**config.mk**
```make
export PLATFORM = sky130hd
export DESIGN_NAME = command_frame_receiver_top
export DESIGN_NICKNAME = d
export VERILOG_FILES = /design/src/rtl/cfr_pkg.sv /design/src/rtl/cfr_front.sv /design/src/rtl/cfr_queue.sv /design/src/rtl/cfr_back.sv /design/src/rtl/command_frame_receiver_top.sv
export SDC_FILE = /design/constraint.sdc
export NUM_CORES = 1
export LEC_CHECK = 0
export CAP_MARGIN = 20
export CORE_ASPECT_RATIO = 1.75
export CORE_MARGIN = 3
export CORE_UTILIZATION = 45
export DETAILED_ROUTE_END_ITERATION = 10
export DONT_BUFFER_PORTS = 1
export GPL_ROUTABILITY_DRIVEN = 1
export SLEW_MARGIN = 20
export SYNTH_ARGS = -nofsm -noshare
export SYNTH_HDL_FRONTEND = slang
export SYNTH_SLANG_ARGS = --single-unit
```
**constraint.sdc**
```tcl
create_clock -name clk -period 4.6 [get_ports clk]
set_clock_uncertainty 0.05 [all_clocks]
set_input_delay 0.92 -clock clk [delete_from_list [all_inputs] [get_ports clk]]
set_output_delay 0.92 -clock clk [all_outputs]
set_load 0.005 [all_outputs]
```
**src/rtl/cfr_pkg.sv**
```systemverilog
package cfr_pkg;

	// register file geometry
	localparam int AddrWidth = 5;
	localparam int DataWidth = 32;

	// frame layout constants
	localparam logic [7:0] MinLength      = 8'd11;
	localparam logic [7:0] IdBytes        = 8'd8;
	localparam logic [7:0] CheckedIdCount = 8'd4;

	// configuration reset values
	localparam logic [7:0] HeaderReset   = 8'd170;
	localparam logic [7:0] TrailerReset  = 8'd14;
	localparam logic [7:0] SequenceReset = 8'd0;
	localparam logic [7:0] SourceReset   = 8'd0;
	localparam logic [7:0] DestBaseReset = 8'd1;
	localparam logic [7:0] DestLockReset = 8'd2;
	localparam logic [7:0] BaseIdReset   = 8'd0;
	localparam logic [7:0] CommandReset  = 8'd0;

	// register indexes
	typedef enum logic [2:0] {
		REG_HEADER    = 3'd0,
		REG_TRAILER   = 3'd1,
		REG_SEQUENCE  = 3'd2,
		REG_SOURCE    = 3'd3,
		REG_DEST_BASE = 3'd4,
		REG_DEST_LOCK = 3'd5,
		REG_BASE_ID   = 3'd6,
		REG_COMMAND   = 3'd7
	} cfr_reg_t;

	// frame status codes
	typedef enum logic [3:0] {
		ST_OK          = 4'd0,
		ST_HEADER      = 4'd1,
		ST_COMMAND     = 4'd2,
		ST_LENGTH      = 4'd3,
		ST_SEQUENCE    = 4'd4,
		ST_SOURCE      = 4'd5,
		ST_DESTINATION = 4'd6,
		ST_CHECKSUM    = 4'd7,
		ST_TRAILER     = 4'd8
	} cfr_status_t;

	// parser phases
	typedef enum logic [3:0] {
		PH_HUNT  = 4'd0,
		PH_HDR2  = 4'd1,
		PH_CMD   = 4'd2,
		PH_LEN   = 4'd3,
		PH_SEQ   = 4'd4,
		PH_SRC   = 4'd5,
		PH_DEST  = 4'd6,
		PH_ID    = 4'd7,
		PH_DATA  = 4'd8,
		PH_LRC   = 4'd9,
		PH_TRAIL = 4'd10
	} cfr_phase_t;

	// compare results worked out per byte in the front part
	typedef struct packed {
		logic hdr;
		logic trl;
		logic seq;
		logic src;
		logic base;
		logic lock;
		logic bid;
		logic cmd;
		logic short_len;
	} cfr_class_t;

	// one queued byte with its classification
	typedef struct packed {
		logic [7:0] data;
		cfr_class_t cls;
	} cfr_item_t;

endpackage

```
**src/rtl/cfr_front.sv**
```systemverilog
module cfr_front (
	input  logic                          clk,
	input  logic                          arst_n,
	input  logic                          psel,
	input  logic                          penable,
	input  logic                          pwrite,
	input  logic [cfr_pkg::AddrWidth-1:0] paddr,
	input  logic [cfr_pkg::DataWidth-1:0] pwdata,
	output logic [cfr_pkg::DataWidth-1:0] prdata,
	input  logic [7:0]                    rx_byte,
	output cfr_pkg::cfr_item_t            item
);
	import cfr_pkg::*;

	logic [7:0] header_q, trailer_q, sequence_q, source_q;
	logic [7:0] dest_base_q, dest_lock_q, base_id_q, command_q;
	logic [7:0] rd_val;
	cfr_reg_t   reg_idx;

	assign reg_idx = cfr_reg_t'(paddr[AddrWidth-1:2]);

	// configuration register writes
	always_ff @(posedge clk or negedge arst_n) begin
		if (!arst_n) begin
			header_q    <= HeaderReset;
			trailer_q   <= TrailerReset;
			sequence_q  <= SequenceReset;
			source_q    <= SourceReset;
			dest_base_q <= DestBaseReset;
			dest_lock_q <= DestLockReset;
			base_id_q   <= BaseIdReset;
			command_q   <= CommandReset;
		end else if (psel && penable && pwrite) begin
			unique case (reg_idx)
				REG_HEADER:    header_q    <= pwdata[7:0];
				REG_TRAILER:   trailer_q   <= pwdata[7:0];
				REG_SEQUENCE:  sequence_q  <= pwdata[7:0];
				REG_SOURCE:    source_q    <= pwdata[7:0];
				REG_DEST_BASE: dest_base_q <= pwdata[7:0];
				REG_DEST_LOCK: dest_lock_q <= pwdata[7:0];
				REG_BASE_ID:   base_id_q   <= pwdata[7:0];
				REG_COMMAND:   command_q   <= pwdata[7:0];
				default:       header_q    <= header_q;
			endcase
		end
	end

	// register read mux
	always_comb begin
		unique case (reg_idx)
			REG_HEADER:    rd_val = header_q;
			REG_TRAILER:   rd_val = trailer_q;
			REG_SEQUENCE:  rd_val = sequence_q;
			REG_SOURCE:    rd_val = source_q;
			REG_DEST_BASE: rd_val = dest_base_q;
			REG_DEST_LOCK: rd_val = dest_lock_q;
			REG_BASE_ID:   rd_val = base_id_q;
			REG_COMMAND:   rd_val = command_q;
			default:       rd_val = 8'd0;
		endcase
	end

	assign prdata = {{(DataWidth-8){1'b0}}, rd_val};

	// classify the incoming byte against every configured value
	always_comb begin
		item.data          = rx_byte;
		item.cls.hdr       = (rx_byte == header_q);
		item.cls.trl       = (rx_byte == trailer_q);
		item.cls.seq       = (rx_byte == sequence_q);
		item.cls.src       = (rx_byte == source_q);
		item.cls.base      = (rx_byte == dest_base_q);
		item.cls.lock      = (rx_byte == dest_lock_q);
		item.cls.bid       = (rx_byte == base_id_q);
		item.cls.cmd       = (rx_byte == command_q);
		item.cls.short_len = (rx_byte < MinLength);
	end

endmodule

```
**src/rtl/cfr_queue.sv**
```systemverilog
module cfr_queue (
	input  logic               clk,
	input  logic               arst_n,
	input  logic               push_valid,
	output logic               push_ready,
	input  cfr_pkg::cfr_item_t push_item,
	output logic               pop_valid,
	input  logic               pop_ready,
	output cfr_pkg::cfr_item_t pop_item
);
	import cfr_pkg::*;

	cfr_item_t  entry_q [2];
	logic       wr_ptr_q, rd_ptr_q;
	logic [1:0] count_q;
	logic       do_push, do_pop;

	assign push_ready = (count_q != 2'd2);
	assign pop_valid  = (count_q != 2'd0);
	assign pop_item   = entry_q[rd_ptr_q];
	assign do_push    = push_valid && push_ready;
	assign do_pop     = pop_valid && pop_ready;

	// pointers and fill count
	always_ff @(posedge clk or negedge arst_n) begin
		if (!arst_n) begin
			wr_ptr_q <= 1'b0;
			rd_ptr_q <= 1'b0;
			count_q  <= 2'd0;
		end else begin
			if (do_push) wr_ptr_q <= ~wr_ptr_q;
			if (do_pop)  rd_ptr_q <= ~rd_ptr_q;
			if (do_push && !do_pop)      count_q <= count_q + 2'd1;
			else if (!do_push && do_pop) count_q <= count_q - 2'd1;
		end
	end

	// entry storage
	always_ff @(posedge clk) begin
		if (do_push) entry_q[wr_ptr_q] <= push_item;
	end

endmodule

```
**src/rtl/cfr_back.sv**
```systemverilog
module cfr_back (
	input  logic               clk,
	input  logic               arst_n,
	input  logic               item_valid,
	output logic               item_ready,
	input  cfr_pkg::cfr_item_t item,
	output logic               out_valid,
	input  logic               out_ready,
	output logic               kind,
	output logic [7:0]         payload_byte,
	output logic [3:0]         status,
	output logic [7:0]         command,
	output logic [7:0]         sequence_res,
	output logic               dest_is_lock,
	output logic [63:0]        device_id
);
	import cfr_pkg::*;

	cfr_phase_t  phase_q, phase_d;
	logic [7:0]  lrc_q, lrc_d, cmd_q, cmd_d, seq_q, seq_d;
	logic [7:0]  plen_q, plen_d, cnt_q, cnt_d, cnt_inc;
	logic        dest_q, dest_d, herr_q, herr_d;
	logic [63:0] id_q, id_d;
	logic        fin, res;
	cfr_status_t fin_st;
	logic        pop;
	logic [7:0]  b;
	cfr_class_t  c;

	logic        valid_q, kind_q, dest_out_q;
	logic [7:0]  pay_q, cmd_out_q, seq_out_q;
	logic [3:0]  st_q;
	logic [63:0] id_out_q;

	assign b          = item.data;
	assign c          = item.cls;
	assign item_ready = !valid_q || out_ready;
	assign pop        = item_valid && item_ready;
	assign cnt_inc    = cnt_q + 8'd1;

	// parser next state
	always_comb begin
		phase_d = phase_q;
		lrc_d   = lrc_q;
		cmd_d   = cmd_q;
		seq_d   = seq_q;
		plen_d  = plen_q;
		cnt_d   = cnt_q;
		dest_d  = dest_q;
		herr_d  = herr_q;
		id_d    = id_q;
		fin     = 1'b0;
		fin_st  = ST_OK;
		res     = 1'b0;
		unique case (phase_q)
			PH_HDR2: begin
				cmd_d   = 8'd0;
				seq_d   = 8'd0;
				plen_d  = 8'd0;
				dest_d  = 1'b0;
				id_d    = 64'd0;
				cnt_d   = 8'd0;
				lrc_d   = 8'd0;
				herr_d  = !c.hdr;
				phase_d = PH_CMD;
			end
			PH_CMD: begin
				cmd_d = b;
				if (herr_q) begin
					fin    = 1'b1;
					fin_st = ST_HEADER;
				end else if (!c.cmd) begin
					fin    = 1'b1;
					fin_st = ST_COMMAND;
				end else begin
					lrc_d   = b;
					phase_d = PH_LEN;
				end
			end
			PH_LEN: begin
				if (c.short_len) begin
					fin    = 1'b1;
					fin_st = ST_LENGTH;
				end else begin
					plen_d  = b - MinLength;
					lrc_d   = lrc_q ^ b;
					phase_d = PH_SEQ;
				end
			end
			PH_SEQ: begin
				if (!c.seq) begin
					fin    = 1'b1;
					fin_st = ST_SEQUENCE;
				end else begin
					seq_d   = b;
					lrc_d   = lrc_q ^ b;
					phase_d = PH_SRC;
				end
			end
			PH_SRC: begin
				if (!c.src) begin
					fin    = 1'b1;
					fin_st = ST_SOURCE;
				end else begin
					lrc_d   = lrc_q ^ b;
					phase_d = PH_DEST;
				end
			end
			PH_DEST: begin
				if (c.base || c.lock) begin
					// base wins when both codes match
					dest_d  = !c.base;
					lrc_d   = lrc_q ^ b;
					cnt_d   = 8'd0;
					phase_d = PH_ID;
				end else begin
					fin    = 1'b1;
					fin_st = ST_DESTINATION;
				end
			end
			PH_ID: begin
				for (int i = 0; i < 8; i++) begin
					if (cnt_q[2:0] == 3'(i)) id_d[8*i +: 8] = id_q[8*i +: 8] | b;
				end
				lrc_d = lrc_q ^ b;
				cnt_d = cnt_inc;
				if (cnt_inc == CheckedIdCount) begin
					if (!c.bid) begin
						fin    = 1'b1;
						fin_st = ST_DESTINATION;
					end
				end else if (cnt_inc >= IdBytes) begin
					cnt_d   = 8'd0;
					phase_d = (plen_q == 8'd0) ? PH_LRC : PH_DATA;
				end
			end
			PH_DATA: begin
				lrc_d = lrc_q ^ b;
				cnt_d = cnt_inc;
				res   = 1'b1;
				if (cnt_inc >= plen_q) begin
					cnt_d   = 8'd0;
					phase_d = PH_LRC;
				end
			end
			PH_LRC: begin
				if (b != lrc_q) begin
					fin    = 1'b1;
					fin_st = ST_CHECKSUM;
				end else begin
					phase_d = PH_TRAIL;
				end
			end
			PH_TRAIL: begin
				fin    = 1'b1;
				fin_st = c.trl ? ST_OK : ST_TRAILER;
			end
			default: begin
				phase_d = c.hdr ? PH_HDR2 : PH_HUNT;
			end
		endcase
		// end of frame returns to hunting
		if (fin) begin
			res     = 1'b1;
			phase_d = PH_HUNT;
			herr_d  = 1'b0;
		end
	end

	// parser state registers
	always_ff @(posedge clk or negedge arst_n) begin
		if (!arst_n) begin
			phase_q <= PH_HUNT;
			herr_q  <= 1'b0;
			lrc_q   <= 8'd0;
			cmd_q   <= 8'd0;
			seq_q   <= 8'd0;
			plen_q  <= 8'd0;
			cnt_q   <= 8'd0;
			dest_q  <= 1'b0;
			id_q    <= 64'd0;
		end else if (pop) begin
			phase_q <= phase_d;
			herr_q  <= herr_d;
			lrc_q   <= lrc_d;
			cmd_q   <= cmd_d;
			seq_q   <= seq_d;
			plen_q  <= plen_d;
			cnt_q   <= cnt_d;
			dest_q  <= dest_d;
			id_q    <= id_d;
		end
	end

	// output register valid
	always_ff @(posedge clk or negedge arst_n) begin
		if (!arst_n) begin
			valid_q <= 1'b0;
		end else if (pop && res) begin
			valid_q <= 1'b1;
		end else if (out_ready) begin
			valid_q <= 1'b0;
		end
	end

	// output register payload
	always_ff @(posedge clk) begin
		if (pop && res) begin
			kind_q     <= fin;
			pay_q      <= fin ? 8'd0 : b;
			st_q       <= fin_st;
			cmd_out_q  <= cmd_d;
			seq_out_q  <= seq_d;
			dest_out_q <= dest_d;
			id_out_q   <= id_d;
		end
	end

	assign out_valid    = valid_q;
	assign kind         = kind_q;
	assign payload_byte = pay_q;
	assign status       = st_q;
	assign command      = cmd_out_q;
	assign sequence_res = seq_out_q;
	assign dest_is_lock = dest_out_q;
	assign device_id    = id_out_q;

endmodule

```
**src/rtl/command_frame_receiver_top.sv**
```systemverilog
// Command frame receiver: takes one received byte per transaction and parses
// header, command, length, sequence, source, destination, eight ID bytes,
// payload, XOR checksum and trailer. Each payload byte comes out as a result
// of kind 0 and every frame ends with one kind 1 result carrying its status.
// Bytes are taken one per clock while the queue has room: the front compares
// each byte against the configured values and pushes it into a two-entry
// queue, and the parser pops one byte per clock whenever its output register
// is empty or being taken. Configuration registers sit on the APB port at
// byte addresses 4*i and take no wait states. The user must write them only
// while no frame is in flight; the block itself does not enforce this.
module command_frame_receiver_top (
	input  logic                          clk,
	input  logic                          arst_n,
	input  logic                          psel,
	input  logic                          penable,
	input  logic                          pwrite,
	input  logic [cfr_pkg::AddrWidth-1:0] paddr,
	input  logic [cfr_pkg::DataWidth-1:0] pwdata,
	output logic [cfr_pkg::DataWidth-1:0] prdata,
	output logic                          pready,
	input  logic                          in_valid,
	output logic                          in_ready,
	input  logic [7:0]                    rx_byte,
	output logic                          out_valid,
	input  logic                          out_ready,
	output logic                          kind,
	output logic [7:0]                    payload_byte,
	output logic [3:0]                    status,
	output logic [7:0]                    command,
	output logic [7:0]                    sequence_res,
	output logic                          dest_is_lock,
	output logic [63:0]                   device_id
);
	import cfr_pkg::*;

	cfr_item_t front_item, queue_item;
	logic      queue_valid, queue_ready;

	assign pready = 1'b1;

	// configuration and byte classification
	cfr_front u_front (
		.clk     (clk),
		.arst_n  (arst_n),
		.psel    (psel),
		.penable (penable),
		.pwrite  (pwrite),
		.paddr   (paddr),
		.pwdata  (pwdata),
		.prdata  (prdata),
		.rx_byte (rx_byte),
		.item    (front_item)
	);

	// decoupling queue
	cfr_queue u_queue (
		.clk        (clk),
		.arst_n     (arst_n),
		.push_valid (in_valid),
		.push_ready (in_ready),
		.push_item  (front_item),
		.pop_valid  (queue_valid),
		.pop_ready  (queue_ready),
		.pop_item   (queue_item)
	);

	// frame parser and output register
	cfr_back u_back (
		.clk          (clk),
		.arst_n       (arst_n),
		.item_valid   (queue_valid),
		.item_ready   (queue_ready),
		.item         (queue_item),
		.out_valid    (out_valid),
		.out_ready    (out_ready),
		.kind         (kind),
		.payload_byte (payload_byte),
		.status       (status),
		.command      (command),
		.sequence_res (sequence_res),
		.dest_is_lock (dest_is_lock),
		.device_id    (device_id)
	);

endmodule

```
### Yosys cells after proc, flatten, opt, wreduce, memory -nomap -nowiden

Memory sizes are Yosys's and may differ from the RTL's.
Cells that the tools add are included.

* register bits after elaboration: 273
* latch bits: 0
* memory bits (writable): 34
* memory bits (read-only): 0
* input bits: 52
* output and inout port bits: 129
* logic and storage cells: 211
* memories: 1

* add/sub/neg operators: 4
* multiply operators: 0
* div/mod/pow operators: 0
* $lt $le $gt $ge: 3
* equality and inequality tests: 52
* shift operators: 0
* multiplexer cells: 74
* bitwise operators: 11
* reductions and logical operators: 38

Memories
* u_queue.entry_q: depth 2, bits a word 17, rd ports 1, clocked after memory_dff 0, wr ports 1, line cfr_queue.sv:13 `cfr_item_t entry_q [2];`

Operator list (count)
* $mux W8: 20
* $pmux W64 S2: 1
* $eq A8 B8 Y1: 8
* $or A8 B8 Y8: 8
* $pmux W8 S8: 1
* $mux W4: 14
* $pmux W8 S7: 1
* $pmux W8 S2: 3
* $pmux W4 S10: 1
* $pmux W4 S8: 1
* $pmux W8 S4: 1
* $eq A3 B3 Y1 const B: 8
* $mux W1: 20
* $ne A3 B1 Y1 const B: 6
* $reduce_and A2 Y1: 9
* $eq A4 B3 Y1 const B: 4
* $mux W3: 5
* $eq A3 B2 Y1 const B: 4
* $eq A4 B4 Y1 const B: 3
* $reduce_and A12 Y1: 1
* $ne A2 B1 Y1 const B: 5
* $reduce_bool A2 Y1: 5
* $ne A3 B2 Y1 const B: 3
* $add A8 B1 Y8 const B: 1
* other kinds (28): 49

### Logic depth before layout (Yosys ltp)

Gate-level depths: netlist of the first run.

* depth in word-level cells: 7
* depth in mapped cells: 13

### Modules after synthesis

A second synthesis of the first run with hierarchy kept.

* cells, all modules: 1278
* area, all modules: 14555.2 um^2

By module, submodules not included
* cfr_back: times used 1, cells each 861, area an instance 9061.2 um^2
* cfr_front: times used 1, cells each 344, area an instance 4008.8 um^2
* cfr_queue: times used 1, cells each 71, area an instance 1473.9 um^2
* command_frame_receiver_top: times used 1, cells each 2, area an instance 11.3 um^2

### Worst setup path after synthesis of the first run

OpenSTA, ideal clock, no wires.

* kind: register -> register
* start point: reg u_back.phase_q[1]
* end point: reg u_back.cmd_out_q[0], in the netlist u_back.command[0] (enable)
* setup time: 0.448 ns
* data arrival time: 3.504 ns
* path slack: 0.598 ns
* stages on the path, launching flop included: 9
* path buffers: 2
* cell sequence: dfrtp_1 -> clkbuf_1 -> and3_1 -> clkbuf_1 -> and3_1 -> nand4_1 -> nand4_2 -> o21ai_1 -> inv_1

* cells in the longest elaborated chain, start to end: 4
* elaborated cells on any way between the ends: 13
* classes of those cells: eq/ne: 9; mux: 3; reduce/logical: 1

RTL lines
* from (decl): line cfr_back.sv:19 `cfr_phase_t phase_q, phase_d;`
* from (signal assigned): line cfr_back.sv:183 `phase_q <= phase_d;`
* $eq A4 B4 Y1 (tied with other cells): line cfr_back.sv:55 `unique case (phase_q)`
* $pmux W1 S8 / $mux W1 (equally long branches): line cfr_back.sv:55
* $mux W1 *: line cfr_back.sv:163 `if (fin) begin`
* $logic_and A1 B1 Y1 *: line cfr_back.sv:208 `if (pop && res) begin`
* to (signal assigned): line cfr_back.sv:212 `cmd_out_q <= cmd_d;`
* to (decl): line cfr_back.sv:31 `logic [7:0] pay_q, cmd_out_q, seq_out_q;`

Mark *: on every way between the ends. The rest lies on a longest branch, timed or not.
A chain may end at the register's enable or synchronous reset.

### Worst setup path after layout of the first run

* start point: reg u_queue.rd_ptr_q
* end point: reg u_back.id_out_q[51], in the netlist u_back.device_id[51] (enable)

* cells in the longest elaborated chain, start to end: 6
* elaborated cells on any way between the ends: 15
* classes of those cells: eq/ne: 1; mux: 11; reduce/logical: 2; memory: 1

RTL lines
* from (decl): line cfr_queue.sv:14 `logic wr_ptr_q, rd_ptr_q;`
* from (signal assigned): line cfr_queue.sv:32 `if (do_pop) rd_ptr_q <= ~rd_ptr_q;`
* $mem_v2 Z2 W17 *
* $ne A8 B8 Y1 (tied with other cells): line cfr_back.sv:147 `if (b != lrc_q) begin`
* $mux W1 (on tied branches)
* $pmux W1 S8 *: line cfr_back.sv:55
* $mux W1 *: line cfr_back.sv:163
* $logic_and A1 B1 Y1 *: line cfr_back.sv:208
* to (signal assigned): line cfr_back.sv:215 `id_out_q <= id_d;`
* to (decl): line cfr_back.sv:33 `logic [63:0] id_out_q;`

Marks and branches as above.

==> flow_metrics.py, run 1 <==
metrics = {
    "outcome": {
        "status": "finished, final reports clean",
    },
    "critical_path": {
        "cp.arrival_ns": 3.76,
        "end_kind": "flop",
        "startpoint_type": "flop",
        "path_class": "flop to flop",
        "crit_fanout": 75,
        "required_ns": 4.78,
    },
    "place": {
        "port_buffers": 0,
        "place_area_sq_um": 14600,
        "gp_congestion": 0.864,
        "hpwlAfterDp_um": 23300,
    },
    "cts": {
        "cts.htree.levels": 1,
        "clk_path_buf_depth": 3,
        "tritoncts": "yes",
        "cts.sinks": 307,
        "postCtsResizedCells": 0,
        "numCtsBuffers": 29,
        "clk_latency_ns": 0.56,
        "path_clk_slew_ns": 0.07,
        "cts_root_buf": "clkbuf_16",
        "cts_setup_buffers": 0,
        "holdBufCountCts": 2,
    },
    "power": {
        "power_density_nw_per_um2": 629,
        "power.leakage_nw": 6.53,
        "ir_drop_uv": 460,
        "finalPower_mw": 9.85,
    },
    "finish": {
        "syn2layout_area_growth_pct": 8.87,
        "fin_area_sq_um": 15600,
        "drive_gt1_frac": 0.124,
        "antenna_cells": 0,
        "final_util": 0.496,
        "final_nets": 1400,
    },
    "synthesis": {
        "netlist_area_sq_um": 14400,
        "synth_edf_count": 128,
        "synth_top_area_cell": "dfrtp_1",
        "synth_commonest_cells": "nand2_1 (364), dfrtp_1 (170), edfxtp_1 (128)",
        "synthAdderAreaFrac": 0.0148,
        "synth-main-ff-cell": "dfrtp_1",
        "ys_ff_latch": 307,
        "synth_cells": 1353,
        "synthSimpleGateAreaFrac": 0.159,
        "ys_seq_area_frac": 0.580,
        "avgSynthCellArea_sq_um": 10.6,
        "synth_compound_area_frac": 0.0755,
        "synth-async-reset-ratio": 0.583,
        "synth_area_leaders": "dfrtp_1 (30%), edfxtp_1 (27%), nand2_1 (9.5%)",
        "synth_top_area_frac": 0.296,
        "synth_most_common_cell": "nand2_1",
        "yosys_warnings": 0,
        "synthMuxAreaShare": 0.0765,
        "synth_top_family_by_area": "simple AND/OR/NAND/NOR gates",
        "synthXorXnorAreaFrac": 0.0524,
        "ys_types": 63,
    },
    "global_routing": {
        "antenna_found_initial": 0,
        "grt_max_degree": 103,
        "grt_use_total": 0.199,
        "grt_pass1_vias": 9354,
        "grt_pass1_wl_um": 53700,
        "globalRoute.totalOverflow": 0,
    },
    "run": {
        "maxCapViolCount": 0,
    },
    "routing": {
        "detail_route.wl_per_cell_um": 19.8,
        "antenna_left": 0,
        "vias": 9606,
        "first_iter_violations": 658,
        "viasPerCell": 5.49,
        "remaining_drc_errors": 0,
        "drtPass1Iterations": 5,
        "wl_um": 34700,
    },
    "floorplan": {
        "initial_core_util": 0.456,
        "dieArea_sq_um": 34200,
        "coreArea_sq_um": 31500,
        "die_h_um": 242,
        "ios": 181,
        "num_rows": 86,
        "die_width_um": 141,
    },
    "sta": {
        "tightestPinTransition_ns": 1.03,
        "min_period_ns": 3.58,
        "fmax_mhz": 279,
        "grt_setup_unrepaired": "no",
        "slew_viol_final": 0,
        "period_share": 0.778,
        "setup_tns_ns": 0,
        "hold_viol_final": 0,
        "setup_viol": 0,
        "relSlewSlack": 0.313,
        "holdWs_ns": 0.163,
    },
    "worst_hold_path": {
        "hp-class": "input port to async pin",
    },
}
## metal layers
metal,vias up,wire (um),GRT usage,share of wire
li1,4523,-,-,-
met3,63,1380,0.0271,0.040
met2,281,19500,0.378,0.56
met1,4739,12700,0.224,0.37
met5,-,0,0,0
met4,0,1120,0.0673,0.032
## kinds of logic after synthesis
kind of cell | Yosys count
flops | 307
simple gates | 535
xor+xnor | 86
fa+ha+maj | 17
mux | 93
other cells | 2
buf+inv | 126
compound gates | 187
## area by class of cell
cell class	instances	area, sq um
fill	2797	15900
sequential	307	8330
multi-input combinational	943	5540
clock buffer	39	793
tap	396	495
timing repair buffer	20	190
clock inverter	15	169
inverter	30	115
## flip-flops by register name, summed over array words and instances, names as in the netlist, 4 cells and up
register	count
u_front.header_q	8
u_back.seq_q	8
u_front.base_id_q	8
u_back.device_id	64
u_back.status	4
u_back.id_q	64
u_back.phase_q	4
u_queue.entry_q	34
u_back.sequence_res	8
u_back.payload_byte	8
u_back.lrc_q	8
u_front.sequence_q	8
u_front.source_q	8
u_back.cnt_q	8
u_back.cmd_q	8
u_front.command_q	8
u_front.trailer_q	8
u_back.command	8
u_front.dest_lock_q	8
u_back.plen_q	8
u_front.dest_base_q	8
## per-stage QoR
stage | setup slack, ns | cells
CTS | 0.943 | 1750
global placement | 1.04 | 1694
detailed placement | 0.966 | 1694
global route | 0.688 | 1750
floorplan | 0.598 | 1376
finish | 1.02 | 1750
## power breakdown
part | switching (mW) | total, mW | internal (mW)
clock network | 1.04 | 2.43 | 1.39
registers | 0.579 | 4.54 | 3.96
logic | 1.96 | 2.87 | 0.917
total | 3.58 | 9.85 | 6.27
## worst paths after layout
| check | slack (ns) | start | cells after the start | endpoint |
|---|---|---|---|---|
| hold / removal | 0.16 | arst_n | 0 | u_front.header_q[7] |
| setup reg to reg | 1.02 | u_queue.rd_ptr_q | 9 | u_back.device_id[51] |
| min in group clk | 0.41 | rx_byte[4] | 0 | u_queue.entry_q[0][13] |
| setup / recovery | 1.02 | u_queue.rd_ptr_q | 9 | u_back.device_id[51] |
| max in group asynchronous | 3.80 | arst_n | 1 | u_front.base_id_q[7] |
| hold reg to reg | 0.42 | u_back.id_q[12] | 2 | u_back.id_q[12] |
## layout by cell type, fill, tap and decap left out, types with 4 or more instances in the layout
cell type,netlist,final
clkbuf_1,53,7
o21ai_0,123,123
xor2_1,5,5
or3_1,5,5
dfrtp_1,170,170
a22o_1,8,8
nor2_1,63,63
o31ai_1,4,4
dfstp_2,9,9
nand4_1,25,25
mux2i_1,14,12
ha_1,17,17
xnor2_1,81,81
mux2_2,69,69
buf_4,26,18
inv_1,30,28
mux4_2,5,5
clkbuf_16,0,29
conb_1,2,25
nor3_1,9,8
clkinv_2,0,5
nand3_1,24,24
nand2b_1,9,9
a21oi_1,13,13
mux2i_2,5,7
nand2_1,364,363
edfxtp_1,128,128
nor2b_1,11,11
a211oi_1,6,6
and2_1,4,4
and3_1,6,6
o21a_1,5,4
## critical path, stage by stage, from the launching register on
cell and delay (ns):
dfrtp_1 0.83, mux2i_2 0.27, buf_4 0.28, xnor2_1 0.16, nor4_2 0.08, a21o_2 0.26
nand4_2 0.08, o21ai_1 0.13, inv_4 0.67, buf_4 0.41
(Power assumes the default switching activity.)
==> run 2: changes to the inputs <==
--- a/config.mk
+++ b/config.mk
@@ -5,6 +5,7 @@
 export SDC_FILE = /design/constraint.sdc
 export NUM_CORES = 1
 export LEC_CHECK = 0
+export ABC_AREA = 1
 export CAP_MARGIN = 20
 export CORE_ASPECT_RATIO = 1.75
 export CORE_MARGIN = 3
==> constraint.sdc (replaced) <==
create_clock -name clk -period 3.2 [get_ports clk]
set_clock_uncertainty 0.05 [all_clocks]
set_input_delay 0.64 -clock clk [delete_from_list [all_inputs] [get_ports clk]]
set_output_delay 0.64 -clock clk [all_outputs]
set_load 0.005 [all_outputs]
==> run 2 against run 1 <==
- the run now ends with hold timing left
- sequential share of layout area rose by 0.059 points
- sequential power increased by 46%
- sequential cell count unchanged
- worst setup slack worse by 0.63 ns
- register-to-register slack got worse by 0.63 ns
- core utilization is 0.88 points higher
==> flow_metrics.py, run 2 <==
metrics = {
    "global_routing": {
        "use_met2": 0.399,
        "met3_usage": 0.0313,
        "grt_max_degree": 180,
        "grt_pass1_vias": 10100,
        "grt_use_total": 0.209,
        "globalRoute.totalOverflow": 0,
        "grt_pass1_wl_um": 55800,
        "met1_usage": 0.220,
        "grt-busiest-layer": "met2",
        "antenna_found_initial": 0,
    },
    "synthesis": {
        "synth-main-ff-cell": "dfrtp_1",
        "synth_edf_count": 128,
        "synth_top_area_frac": 0.299,
        "synthAdderAreaFrac": 0.0150,
        "synth_top_area_cell": "dfrtp_1",
        "synth_commonest_cells": "nand2_1 (307), inv_1 (186), dfrtp_1 (170)",
        "synth_cells": 1465,
        "synthXorXnorAreaFrac": 0.0357,
        "ys_seq_area_frac": 0.586,
        "ys_types": 48,
        "ys_ff_latch": 307,
        "synth_top_family_by_area": "simple AND/OR/NAND/NOR gates",
        "synthMuxAreaShare": 0,
        "avgSynthCellArea_sq_um": 9.70,
        "yosys_warnings": 0,
        "synth-async-reset-ratio": 0.583,
        "synthSimpleGateAreaFrac": 0.149,
        "netlist_area_sq_um": 14200,
        "synth_most_common_cell": "nand2_1",
        "synth_area_leaders": "dfrtp_1 (30%), edfxtp_1 (27%), nand2_1 (8.1%)",
        "synth_compound_area_frac": 0.129,
    },
    "routing": {
        "wl_um": 35300,
        "detail_route.wl_per_cell_um": 18.8,
        "antenna_left": 0,
        "first_iter_violations": 560,
        "vias": 10000,
        "remaining_drc_errors": 0,
        "drtPass1Iterations": 5,
        "viasPerCell": 5.34,
    },
    "floorplan": {
        "num_rows": 85,
        "dieArea_sq_um": 33800,
        "coreArea_sq_um": 30900,
        "initial_core_util": 0.459,
        "die_h_um": 241,
        "die_width_um": 140,
        "ios": 181,
    },
    "place": {
        "hpwlAfterDp_um": 24800,
        "gp_congestion": 0.936,
        "place_area_sq_um": 14600,
        "pre_cts_ws_ns": 0.0483,
        "dp_cells": 1825,
        "port_buffers": 0,
    },
    "cts": {
        "cts_root_buf": "clkbuf_16",
        "path_clk_slew_ns": 0.07,
        "clk_path_buf_depth": 3,
        "cts.sinks": 307,
        "clk_latency_ns": 0.56,
        "tritoncts": "yes",
        "cts.htree.levels": 1,
        "numCtsBuffers": 28,
        "postCtsResizedCells": 0,
    },
    "finish": {
        "antenna_cells": 0,
        "layout_commonest_cell": "nand2_1",
        "drive_gt1_frac": 0.0988,
        "finalNonFillerCells": 1879,
        "mostFrequentLayoutCells": "nand2_1 (306), inv_1 (184), dfrtp_1 (169)",
        "final_util": 0.505,
        "syn2layout_area_growth_pct": 9.93,
        "final_nets": 1535,
        "fin_area_sq_um": 15600,
    },
    "worst_hold_path": {
        "hp-class": "input port to async pin",
    },
    "power": {
        "power.leakage_nw": 6.51,
        "power_density_nw_per_um2": 963,
        "ir_drop_uv": 618,
    },
    "sta": {
        "fmax_mhz": 356,
        "min_period_ns": 2.81,
        "setup_viol": 0,
        "relSlewSlack": 0.418,
        "grt_setup_unrepaired": "no",
        "hold_viol_final": 170,
        "slew_viol_final": 0,
        "holdWs_ns": -0.275,
        "postLayoutSetupSlackWorst_ns": 0.393,
        "period_share": 0.877,
        "tightestPinTransition_ns": 0.870,
    },
    "critical_path": {
        "cp_cell_sequence": "buf_4 > buf_4 > or2_2 > o21ai_0 > nand2_1 > nand2_1 > nor2_2 > nand2_2 > nor2_8 > nand2_2 > nand2_2 > clkinvlp_4 > buf_12 > buf_12",
        "required_ns": 3.41,
        "cp.arrival_ns": 3.01,
        "end_kind": "flop",
        "crit_fanout": 39,
        "path_class": "flop to flop",
        "startpoint_type": "flop",
        "critical-path-slowest-cell": "dfrtp_1",
        "slowest_delay_ns": 0.46,
        "cp_common_cell": "nand2_2",
    },
    "outcome": {
        "violations": "hold timing",
        "status": "finished, violations left",
    },
    "run": {
        "maxCapViolCount": 0,
    },
}
## run 2: cell types whose count changed after synthesis, moves of 17 or more
cell,before,now
o21ai_0,123,167
mux2_2,69,0
inv_1,30,186
xnor2_1,81,39
nand2_2,0,17
nand2_1,364,307
o22ai_1,3,98
## run 2: area by class of cell
cell class	instances	area, sq um
fillers	2794	15300
flip-flops and latches	307	8340
multi-input cells	903	4810
clock buffers	36	803
inverters	194	739
well taps	391	489
repair buffers	32	303
clock inverters	16	148
## run 2: cell families (layout without fill, tap and decap cells)
family                   after synthesis  count (layout)
other                                  2              25
flip-flops                           307             307
AND/OR/NAND/NOR                      484             484
adder cells (fa/ha/maj)               17              17
AO/OA/AOI/OAI                        319             319
buffers and inverters                278             278
XOR/XNOR                              58              58
## run 2: critical path, delay by kind of cell, from the launching register on
kind / cells / cell delay (ns)
AOI/OAI and AO/OA: 1 / 0.18
buffers and inverters: 5 / 0.84
DFF: 1 / 0.46
and+or+nand+nor: 8 / 0.93
## run 2: through the flow
step           setup TNS (ns)  hold WS, ns  power (mW)
2_1_floorplan          -18.12        0.294        10.1
6_report                    0       -0.275        15.0
3_3_place_gp                0        0.300        11.5
3_5_place_dp                0        0.301        11.6
5_1_grt                     0       -0.292        16.0
4_1_cts                     0       -0.290        15.1
## run 2: what timing repair did
item	in CTS	in global routing
endpoints found under the hold margin	179	179
setup endpoints to repair	0	88
buffers inserted	0	2
## run 2: worst paths after layout
check	start	end	slack, ns	cells after the start
worst max-delay path	u_queue.rd_ptr_q	u_back.sequence_res[6]	0.39	14
worst min-delay path	arst_n	u_back.id_q[13]	-0.28	0
worst max register to register	u_queue.rd_ptr_q	u_back.sequence_res[6]	0.39	14
worst min register to register	u_queue.count_q[1]	u_queue.count_q[1]	0.45	1
max in group asynchronous	arst_n	u_front.header_q[5]	3.05	0
min in group clk	out_ready	u_back.out_valid	0.11	1
## run 2: routing by layer
metal,vias up,wire length (um)
met5,-,0
met4,0,1690
met3,94,1640
met2,289,19400
met1,4769,12500
li1,4879,-
## run 2: where the power goes
part,internal [mW],switching [mW],leakage [nW],total (mW)
combinational,1.59,3.38,2.49,4.97
clock,1.95,1.51,0.466,3.45
sequential,5.93,0.704,3.55,6.63
==> run 3: changes to the inputs <==
--- a/config.mk
+++ b/config.mk
@@ -6,14 +6,16 @@
 export NUM_CORES = 1
 export LEC_CHECK = 0
 export ABC_AREA = 1
+export BUFFER_PORTS_ARGS = -buffer_cell sky130_fd_sc_hd__buf_2
 export CAP_MARGIN = 20
 export CORE_ASPECT_RATIO = 1.75
 export CORE_MARGIN = 3
 export CORE_UTILIZATION = 45
 export DETAILED_ROUTE_END_ITERATION = 10
-export DONT_BUFFER_PORTS = 1
 export GPL_ROUTABILITY_DRIVEN = 1
+export PLACE_DENSITY = 0.67
 export SLEW_MARGIN = 20
 export SYNTH_ARGS = -nofsm -noshare
 export SYNTH_HDL_FRONTEND = slang
+export SYNTH_HIERARCHICAL = 1
 export SYNTH_SLANG_ARGS = --single-unit
==> run 3 against run 2 <==
- the run now ends clean
- hold slack better by 0.28 ns
- clock power about the same
- register-to-register slack about the same
- fmax about the same
- design area up 6.3%
- routed wire length up 1.4%
- synthesized area up 4.4%
- worst setup slack worse by 0.0019 ns
- final cell count up 12%
- clock-buffer cell count down 2
- first-iteration DRC count down 22%
- largest power group unchanged
- global-route usage down 0.82 points
==> flow_metrics.py, run 3 <==
metrics = {
    "cts": {
        "cts_setup_buffers": 0,
        "cts.htree.levels": 1,
        "postCtsResizedCells": 0,
        "clk_path_buf_depth": 3,
        "tritoncts": "yes",
        "holdBufCountCts": 0,
        "numCtsBuffers": 28,
        "clk_latency_ns": 0.55,
        "cts.sinks": 307,
        "cts_root_buf": "clkbuf_16",
        "path_clk_slew_ns": 0.07,
    },
    "outcome": {
        "status": "finished, final reports clean",
    },
    "sta": {
        "hold_viol_final": 0,
        "grt_setup_unrepaired": "no",
        "holdWs_ns": 0.00258,
        "setup_viol": 0,
        "slew_viol_final": 0,
        "tightestPinTransition_ns": 0.884,
        "period_share": 0.878,
        "relSlewSlack": 0.408,
        "min_period_ns": 2.81,
        "fmax_mhz": 356,
    },
    "critical_path": {
        "startpoint_type": "flop",
        "end_kind": "flop",
        "cp.arrival_ns": 2.98,
        "path_buf_inv": 3,
        "r2r_end": "u_back/command[3]",
        "critical-path-slowest-cell": "dfrtp_1",
        "r2r-start": "u_queue/rd_ptr_q",
        "rr_worst_depth": 13,
        "path_class": "flop to flop",
        "required_ns": 3.37,
        "cp_common_cell": "nand2_1",
        "crit_fanout": 94,
        "critPathTopFamily": "simple AND/OR/NAND/NOR gates",
        "slowest_delay_ns": 0.51,
        "cp_cell_sequence": "buf_4 > nand2_1 > nand2_1 > nand2_1 > nand2_1 > nand2_1 > nor2_1 > nand2_1 > nand2_2 > nand3b_4 > o21ai_4 > clkinvlp_4 > buf_12",
        "r2r_slack_ns": 0.39,
    },
    "synthesis": {
        "netlist_area_sq_um": 14800,
        "synth_most_common_cell": "nand2_1",
        "ys_seq_area_frac": 0.562,
        "synth_edf_count": 128,
        "synth_area_leaders": "dfrtp_1 (29%), edfxtp_1 (26%), nand2_1 (6.6%)",
        "synth_top_area_frac": 0.287,
        "synth-main-ff-cell": "dfrtp_1",
        "yosys_warnings": 6,
        "synth-async-reset-ratio": 0.583,
        "ys_ff_latch": 307,
        "ys_types": 52,
        "synth_top_area_cell": "dfrtp_1",
        "avgSynthCellArea_sq_um": 9.44,
        "synth_commonest_cells": "nand2_1 (259), nor2_1 (252), dfrtp_1 (170)",
        "synth_cells": 1572,
    },
    "finish": {
        "drive_gt1_frac": 0.179,
        "antenna_cells": 0,
        "final_nets": 1747,
        "syn2layout_area_growth_pct": 12.0,
        "multiInputGateArea_sq_um": 5430,
        "layout_commonest_cell": "nand2_1",
        "final_util": 0.514,
        "fillers": 2904,
        "seqCellArea_sq_um": 8330,
        "mostFrequentLayoutCells": "nand2_1 (256), nor2_1 (252), dfrtp_1 (170)",
    },
    "power": {
        "power_density_nw_per_um2": 827,
        "finalPower_mw": 13.7,
        "power.leakage_nw": 7.56,
        "ir_drop_uv": 554,
    },
    "floorplan": {
        "die_width_um": 143,
        "coreArea_sq_um": 32300,
        "ios": 181,
        "initial_core_util": 0.459,
        "num_rows": 87,
        "die_h_um": 246,
        "dieArea_sq_um": 35300,
    },
    "routing": {
        "wl_um": 35700,
        "antenna_left": 0,
        "viasPerCell": 5.19,
        "detail_route.wl_per_cell_um": 17.0,
        "drtPass1Iterations": 5,
        "first_iter_violations": 436,
        "vias": 10900,
        "remaining_drc_errors": 0,
    },
    "global_routing": {
        "globalRoute.totalOverflow": 0,
        "antenna_found_initial": 0,
        "grt_max_degree": 95,
        "grt_pass1_wl_um": 55800,
        "grt_pass1_vias": 10600,
        "grt_use_total": 0.200,
    },
    "run": {
        "maxCapViolCount": 0,
    },
    "place": {
        "port_buffers": 129,
        "hpwlAfterDp_um": 25900,
        "gp_congestion": 0.933,
    },
    "worst_hold_path": {
        "hp-class": "input port to async pin",
    },
}
==> run 3: cell type report <==
class	count	area share
clock buffer	34	0.0454
clock inverter	18	0.0116
inverter	137	0.0316
multi-input combinational	1052	0.327
sequential	307	0.502
tap	400	0.0301
timing repair buffer	152	0.0526
==> run 3: cell families (layout without fill, tap and decap cells) <==
| kind of cell | after synthesis | in the layout | share of synthesized area |
|---|---|---|---|
| flops | 307 | 307 | 0.562 |
| buf+inv | 236 | 341 | 0.0793 |
| simple gates | 655 | 655 | 0.194 |
| fa+ha+maj | 17 | 17 | 0.0143 |
| other cells | 2 | 25 | 0.000506 |
| compound gates | 283 | 283 | 0.107 |
| xor+xnor | 72 | 72 | 0.0430 |
==> run 3: worst max-delay path by stage <==
stage / to / from / slack [ns] / cells past startpoint
3_5_place_dp: u_back/command[2] / u_queue/rd_ptr_q / 0.40 / 13
6_report: u_back/command[3] / u_queue/rd_ptr_q / 0.39 / 13
3_3_place_gp: u_back/command[1] / u_queue/rd_ptr_q / 0.49 / 13
5_1_grt: u_back/status[3] / u_queue/rd_ptr_q / 0.20 / 13
2_1_floorplan: u_back/command[0] / u_queue/rd_ptr_q / -0.21 / 14
4_1_cts: u_back/command[0] / u_queue/rd_ptr_q / 0.38 / 13
==> run 3: through the flow <==
| step | instance area (sq um) | setup TNS (ns) | worst slack (ns) | instances |
|---|---|---|---|---|
| 3_3_place_gp | 15700 | 0 | 0.485 | 2048 |
| 4_1_cts | 16600 | 0 | 0.377 | 2100 |
| 3_5_place_dp | 15700 | 0 | 0.403 | 2048 |
| 5_1_grt | 16600 | 0 | 0.204 | 2100 |
| 2_1_floorplan | 14900 | -19.81 | -0.211 | 1595 |
| 6_report | 16600 | 0 | 0.391 | 2100 |
==> run 3: layer usage <==
layer | share of wire | GRT usage | vias to the layer above
met4 | 0.065 | 0.114 | 0
li1 | - | - | 5354
met3 | 0.040 | 0.0204 | 109
met2 | 0.54 | 0.373 | 333
met5 | 0 | 0 | -
met1 | 0.36 | 0.217 | 5106
==> run 3: where the power goes <==
| group | leakage (nW) | internal, mW | switching [mW] |
|---|---|---|---|
| Clock | 0.464 | 2.00 | 1.45 |
| Combinational | 3.53 | 1.48 | 3.12 |
| Sequential | 3.57 | 5.28 | 0.406 |
